[src/rtl/core/akf_ram.sv]
// Generic RAM: one write port, two registered read ports.
`timescale 1ns / 1ps
`default_nettype none
module akf_ram #(
  parameter int WIDTH = 32,
  parameter int DEPTH = 32
) (
  input  wire logic                     clk,
  input  wire logic                     wr_en,
  input  wire logic [$clog2(DEPTH)-1:0] wr_addr,
  input  wire logic [WIDTH-1:0]         wr_data,
  input  wire logic [$clog2(DEPTH)-1:0] rd_addr_a,
  input  wire logic [$clog2(DEPTH)-1:0] rd_addr_b,
  output      logic [WIDTH-1:0]         rd_data_a,
  output      logic [WIDTH-1:0]         rd_data_b
);
  logic [WIDTH-1:0] mem [DEPTH];

  always_ff @(posedge clk) begin
    if (wr_en) begin
      mem[wr_addr] <= wr_data;
    end
    rd_data_a <= mem[rd_addr_a];
    rd_data_b <= mem[rd_addr_b];
  end
endmodule
`default_nettype wire

[config.mk]
export PLATFORM = sky130hd
export DESIGN_NAME = akf_ram
export DESIGN_NICKNAME = d
export VERILOG_FILES = /design/src/rtl/core/akf_ram.sv
export SDC_FILE = /design/constraint.sdc
export NUM_CORES = 1
export LEC_CHECK = 0
export BUFFER_PORTS_ARGS = -buffer_cell sky130_fd_sc_hd__buf_4
export CELL_PAD_IN_SITES_DETAIL_PLACEMENT = 2
export CELL_PAD_IN_SITES_GLOBAL_PLACEMENT = 2
export CORE_MARGIN = 2
export CORE_UTILIZATION = 46
export DETAILED_ROUTE_END_ITERATION = 7
export PLACE_DENSITY_LB_ADDON = 0.12
export SLEW_MARGIN = 20
export SYNTH_ARGS = -nofsm -noshare
export SYNTH_HDL_FRONTEND = slang
export SYNTH_SLANG_ARGS = --single-unit
export TNS_END_PERCENT = 30
[constraint.sdc]
create_clock -name clk -period 3.31 [get_ports clk]
set_input_delay 0.662 -clock clk [delete_from_list [all_inputs] [get_ports clk]]
set_output_delay 0.662 -clock clk [all_outputs]
set_load 0.02 [all_outputs]
==> impl_metrics.tcl, run 1 <==
set metrics [dict create \
    status "finished clean" \
    clock-sinks 1088 \
    ctsResizeCount 0 \
    clock_latency_ns 0.72 \
    netlist_area_um2 50100 \
    netlist.area_leader.share_pct 61.4 \
    worstPathCellList "buf_4" \
    slew_viol_final 0 \
    nets 3659 \
    die_area_um2 112000 \
    crit_fanout 1 \
    synth_top_area_cell "edfxtp_1" \
    synth_area_per_cell_um2 14.5 \
    placed_area_um2 53400 \
    fin_skew_ns 0.0203 \
    grt_max_degree 64 \
    drc 0 \
    worst-setup-path-type "reg -> out" \
    core_region_area_um2 108000 \
    hp-class "in -> reg" \
    drv_cap 0 \
    cellPowerDensity_nw_per_um2 555 \
    synthCells 3450 \
    track_usage_pct 34.0 \
    routedWlPerCell_um 37.6 \
    clk_pin_slew_ns 0.06 \
    drt_iter0_markers 2994 \
    area_growth_pct 14.4 \
    io_buffer_count 112 \
    timing.hold.ws_ns 0.355 \
    min_period_over_period_pct 68.3 \
    worst_slack_ns 1.05 \
    synth_cell_types 24 \
    cts_tree "done" \
    worst_slew_pin_slew_ns 1.02 \
    p_total_mw 31.8 \
    start_kind "flop" \
    min_period_ns 2.26 \
    regArea_um2 32000 \
    hold_viol 0 \
    grt_overflow_total 0 \
    pre_cts_ws_ns 0.512 \
    rsz0062_at_grt "no" \
    critPathArrivalTime_ns 1.60 \
    fp.dieW_um 334 \
    syn_nets 3499 \
    yosysWarningCount 0 \
    drt-total-wl_um 193000 \
    cp-end-kind "output pin" \
    slowest_delay_ns 0.64 \
    yosys-top-cells-area "edfxtp_1 61%, mux2i_1 20%, a22oi_1 2.9%, dfxtp_1 2.6%, a22o_1 2.2%" \
    hpwl_um 113000 \
    grt_pass1_vias 37100 \
    firstDrtPassIters 5 \
    drive_gt1_share_pct 13.9 \
    setup_violations 0 \
    ys_seq_elements 1088 \
    relSlewSlack_pct 32.1 \
    final.setup.tns_ns 0 \
    cts_buffers 117 \
    cts_hold_buffers 0 \
    ant_nets 0 \
    post_cts_buffers 0 \
    vias 34000 \
    fmax_ghz 0.443 \
    htree_levels 3 \
    path_buf_inv 1 \
    cp.required_ns 2.65 \
    multi_input_area_um2 16800 \
    ios 113 \
    yosysSeqAreaShare_pct 64.0 \
    antenna_found_initial 4 \
    num_rows 121 \
    final_area_um2 57300 \
    grt_pass1_wl_um 272000 \
    crit_slowest_cell "dfxtp_1" \
    via_per_inst 6.63 \
    start_util_pct 46.2 \
    place.gp.congestion 0.821 \
    clk_path_buf_depth 3 \
    irDropWorstVdd_uv 520 \
    p_leak_nw 21.4 \
    fill_cells 9799 \
    fp.dieH_um 334 \
    clock-root-buffer "clkbuf_16" \
    critPathTopFamily "flip-flops" \
]
where the power goes:
part           total [mW]  switching (mW)  internal (mW)
registers            15.5           0.198           15.3
logic                2.95            1.93           1.02
clock network        13.3            5.61           7.73
layer usage:
| layer | vias to the layer above | wire (µm) | track usage, % |
|---|---|---|---|
| met5 | - | 24 | 0 |
| met4 | 4 | 8680 | 14.0 |
| met3 | 459 | 11100 | 4.56 |
| met2 | 1445 | 93600 | 57.1 |
| met1 | 18200 | 79300 | 44.4 |
| li1 | 13900 | - | - |
worst paths after layout:
path	start	to	slack, ns	depth (start not counted)
worst max register to register	mem[6][0]	rd_data_b[0]	1.62	5
worst min-delay path	wr_data[15]	mem[26][15]	0.35	1
worst min register to register	mem[24][4]	rd_data_b[4]	0.65	4
worst max-delay path	rd_data_b[4]	rd_data_b[4]	1.05	1
placed cells by master (no fill, tap or decap), types with 3 or more instances in the layout:
cell          n
dfxtp_1      64
nand3_1     194
buf_12       51
clkbuf_1     33
nand2_1     193
buf_4       241
clkbuf_16   121
clkinv_1     16
nor2b_4       4
edfxtp_1   1024
nand3b_1      5
a22oi_1     192
bufinv_16     9
a31oi_1      64
clkinv_2     22
or3b_2        3
a21oi_1     192
nor2_4       34
clkbuf_8     17
nand2b_2      4
a22o_1      128
mux2i_1    1024
nor3_1       64
registers in the layout (all words and copies together) (netlist names):
register   cells
mem         1024
rd_data_a     32
rd_data_b     32
cell usage after synthesis, drive strengths merged:
master,count
nor2,35
or2,2
dfxtp,64
buf,163
a22o,128
a31oi,64
nor2b,4
or3,1
edfxtp,1024
mux2i,1024
a21oi,192
nand3b,5
nand2b,4
a22oi,192
and2,2
nor3,64
nand2,195
or3b,3
clkbuf,90
nand3,194
final cells by class:
type                            count  share of cell area [%]
Tap cell                         1414                    3.09
Antenna cell                        1                 0.00437
Clock inverter                     49                   0.795
Sequential cell                  1088                    55.9
Timing Repair Buffer              294                    4.99
Multi-Input combinational cell   2109                    29.3
Clock buffer                      171                    5.91
per-stage QoR:
step           utilization, %  std cells
3_3_place_gp             49.3       4905
3_5_place_dp             49.3       4905
2_1_floorplan               -       3450
6_report                 52.8       5126
5_1_grt                  52.8       5125
4_1_cts                  52.8       5125
cells by family after synthesis:
logic type	count (synthesis)	share of synthesized area, %
simple gates	509	4.59
buf+inv	253	3.13
flops	1088	64.0
compound gates	576	7.84
mux	1024	20.5
(Power assumes the default switching activity.)
==> run 2: changes to the inputs <==
- clock period: 3.31 -> 2.3 ns (I/O delays scaled with it)
==> impl_metrics.tcl, run 2 (synthesis results as in run 1) <==
set metrics [dict create \
    nets 3762 \
    min_period_over_period_pct 80.1 \
    drive_gt1_share_pct 16.5 \
    num_rows 121 \
    grt_pass1_wl_um 277000 \
    place.gp.congestion 0.840 \
    drc 0 \
    mostFrequentLayoutCells "1,024 x mux2i_1, 1,024 x edfxtp_1, 271 x buf_4" \
    grt_max_degree 47 \
    relSlewSlack_pct 59.4 \
    clock_latency_ns 0.72 \
    rsz0062_at_grt "no" \
    io_buffer_count 112 \
    grt_pass1_vias 37800 \
    start_util_pct 46.2 \
    die_area_um2 112000 \
    drt_iter0_markers 3238 \
    drt-total-wl_um 194000 \
    hpwl_um 118000 \
    cts_tree "done" \
    post_cts_buffers 0 \
    slew_viol_final 0 \
    worst-setup-path-type "reg -> out" \
    grt_overflow_total 0 \
    ctsResizeCount 0 \
    hold_viol 0 \
    final_area_um2 59200 \
    fp.dieW_um 334 \
    core_region_area_um2 108000 \
    worstPathCellList "buf_4" \
    area_growth_pct 18.3 \
    worst_slew_pin_slew_ns 0.604 \
    firstDrtPassIters 5 \
    fill_cells 9604 \
    largest_reg_flops 1024 \
    setup_violations 0 \
    p_leak_nw 22.3 \
    cts_buffers 119 \
    cts_hold_buffers 0 \
    hp-class "in -> reg" \
    antenna_found_initial 6 \
    fp.dieH_um 334 \
    top_register "mem" \
    routedWlPerCell_um 37.0 \
    clock-root-buffer "clkbuf_16" \
    critPathArrivalTime_ns 1.38 \
    fmax_ghz 0.543 \
    via_per_inst 6.57 \
    slowest_delay_ns 0.46 \
    path_buf_inv 1 \
    min_period_ns 1.84 \
    p_total_mw 47.2 \
    crit_slowest_cell "dfxtp_1" \
    fin_skew_ns 0.0198 \
    placed_area_um2 55100 \
    cp.required_ns 1.84 \
    irDropWorstVdd_uv 624 \
    start_kind "flop" \
    htree_levels 3 \
    drv_cap 0 \
    critPathTopFamily "flip-flops" \
    clk_pin_slew_ns 0.06 \
    ios 113 \
    vias 34400 \
    cellPowerDensity_nw_per_um2 797 \
    crit_fanout 1 \
    track_usage_pct 34.4 \
    clock-sinks 1088 \
    reg.largest.list "mem (1024), rd_data_a (32), rd_data_b (32)" \
    status "finished clean" \
    ant_nets 0 \
    clk_path_buf_depth 3 \
    cp-end-kind "output pin" \
]
-- run 2: changes by cell type in the layout (fill, tap and decap cells not counted), moves of 2 or more --
cell / previous run / this run
bufinv_16: 9 / 16
clkbuf_16: 121 / 124
clkinv_1: 16 / 10
buf_4: 241 / 271
diode_2: 1 / 4
clkinv_4: 0 / 2
buf_12: 51 / 122
-- run 2: area by class of cell --
class                      instances  area, µm²  area share (%)
multi-input combinational       2109      16800            28.3
timing repair buffer             395       4510            7.61
clock inverter                    55        693            1.17
sequential                      1088      32000            54.1
antenna                            4       10.0          0.0169
tap                             1414       1770            2.99
clock buffer                     172       3440            5.81
-- run 2: final timing paths --
path,startpoint,endpoint,slack [ns],depth (start not counted)
max,rd_data_a[12],rd_data_a[12],0.46,1
min,wr_data[17],mem[8][17],0.15,1
max reg2reg,mem[6][19],rd_data_b[19],0.64,6
min reg2reg,mem[22][21],rd_data_b[21],0.66,4
-- run 2: metal layers --
layer  routed length (µm)  share of wire [%]  global-route usage, %
met5                   22              0.011                      0
met1                78800                 41                   44.8
met2                95900                 49                   58.4
met4                 7610                3.9                   13.5
met3                11800                6.1                   4.75
-- run 2: report_power, final --
group	switching [mW]	total (mW)	internal (mW)
sequential	0.247	22.3	22.0
combinational	2.87	4.54	1.67
clock	8.25	20.4	12.1
-- run 2: per-stage QoR --
stage | instances | worst slack [ns] | TNS [ns] | hold slack, ns | util (%)
final | 5237 | 0.459 | 0 | 0.150 | 54.6
after global routing | 5235 | 0.456 | 0 | 0.150 | 54.6
after CTS | 5233 | 0.428 | 0 | 0.112 | 54.6
after detailed placement | 5006 | -0.0210 | -0.0507 | 0.633 | 50.8
after global placement | 5006 | 0.0524 | 0 | 0.605 | 50.8
after floorplan | 3450 | -0.486 | -267.08 | 0.559 | -
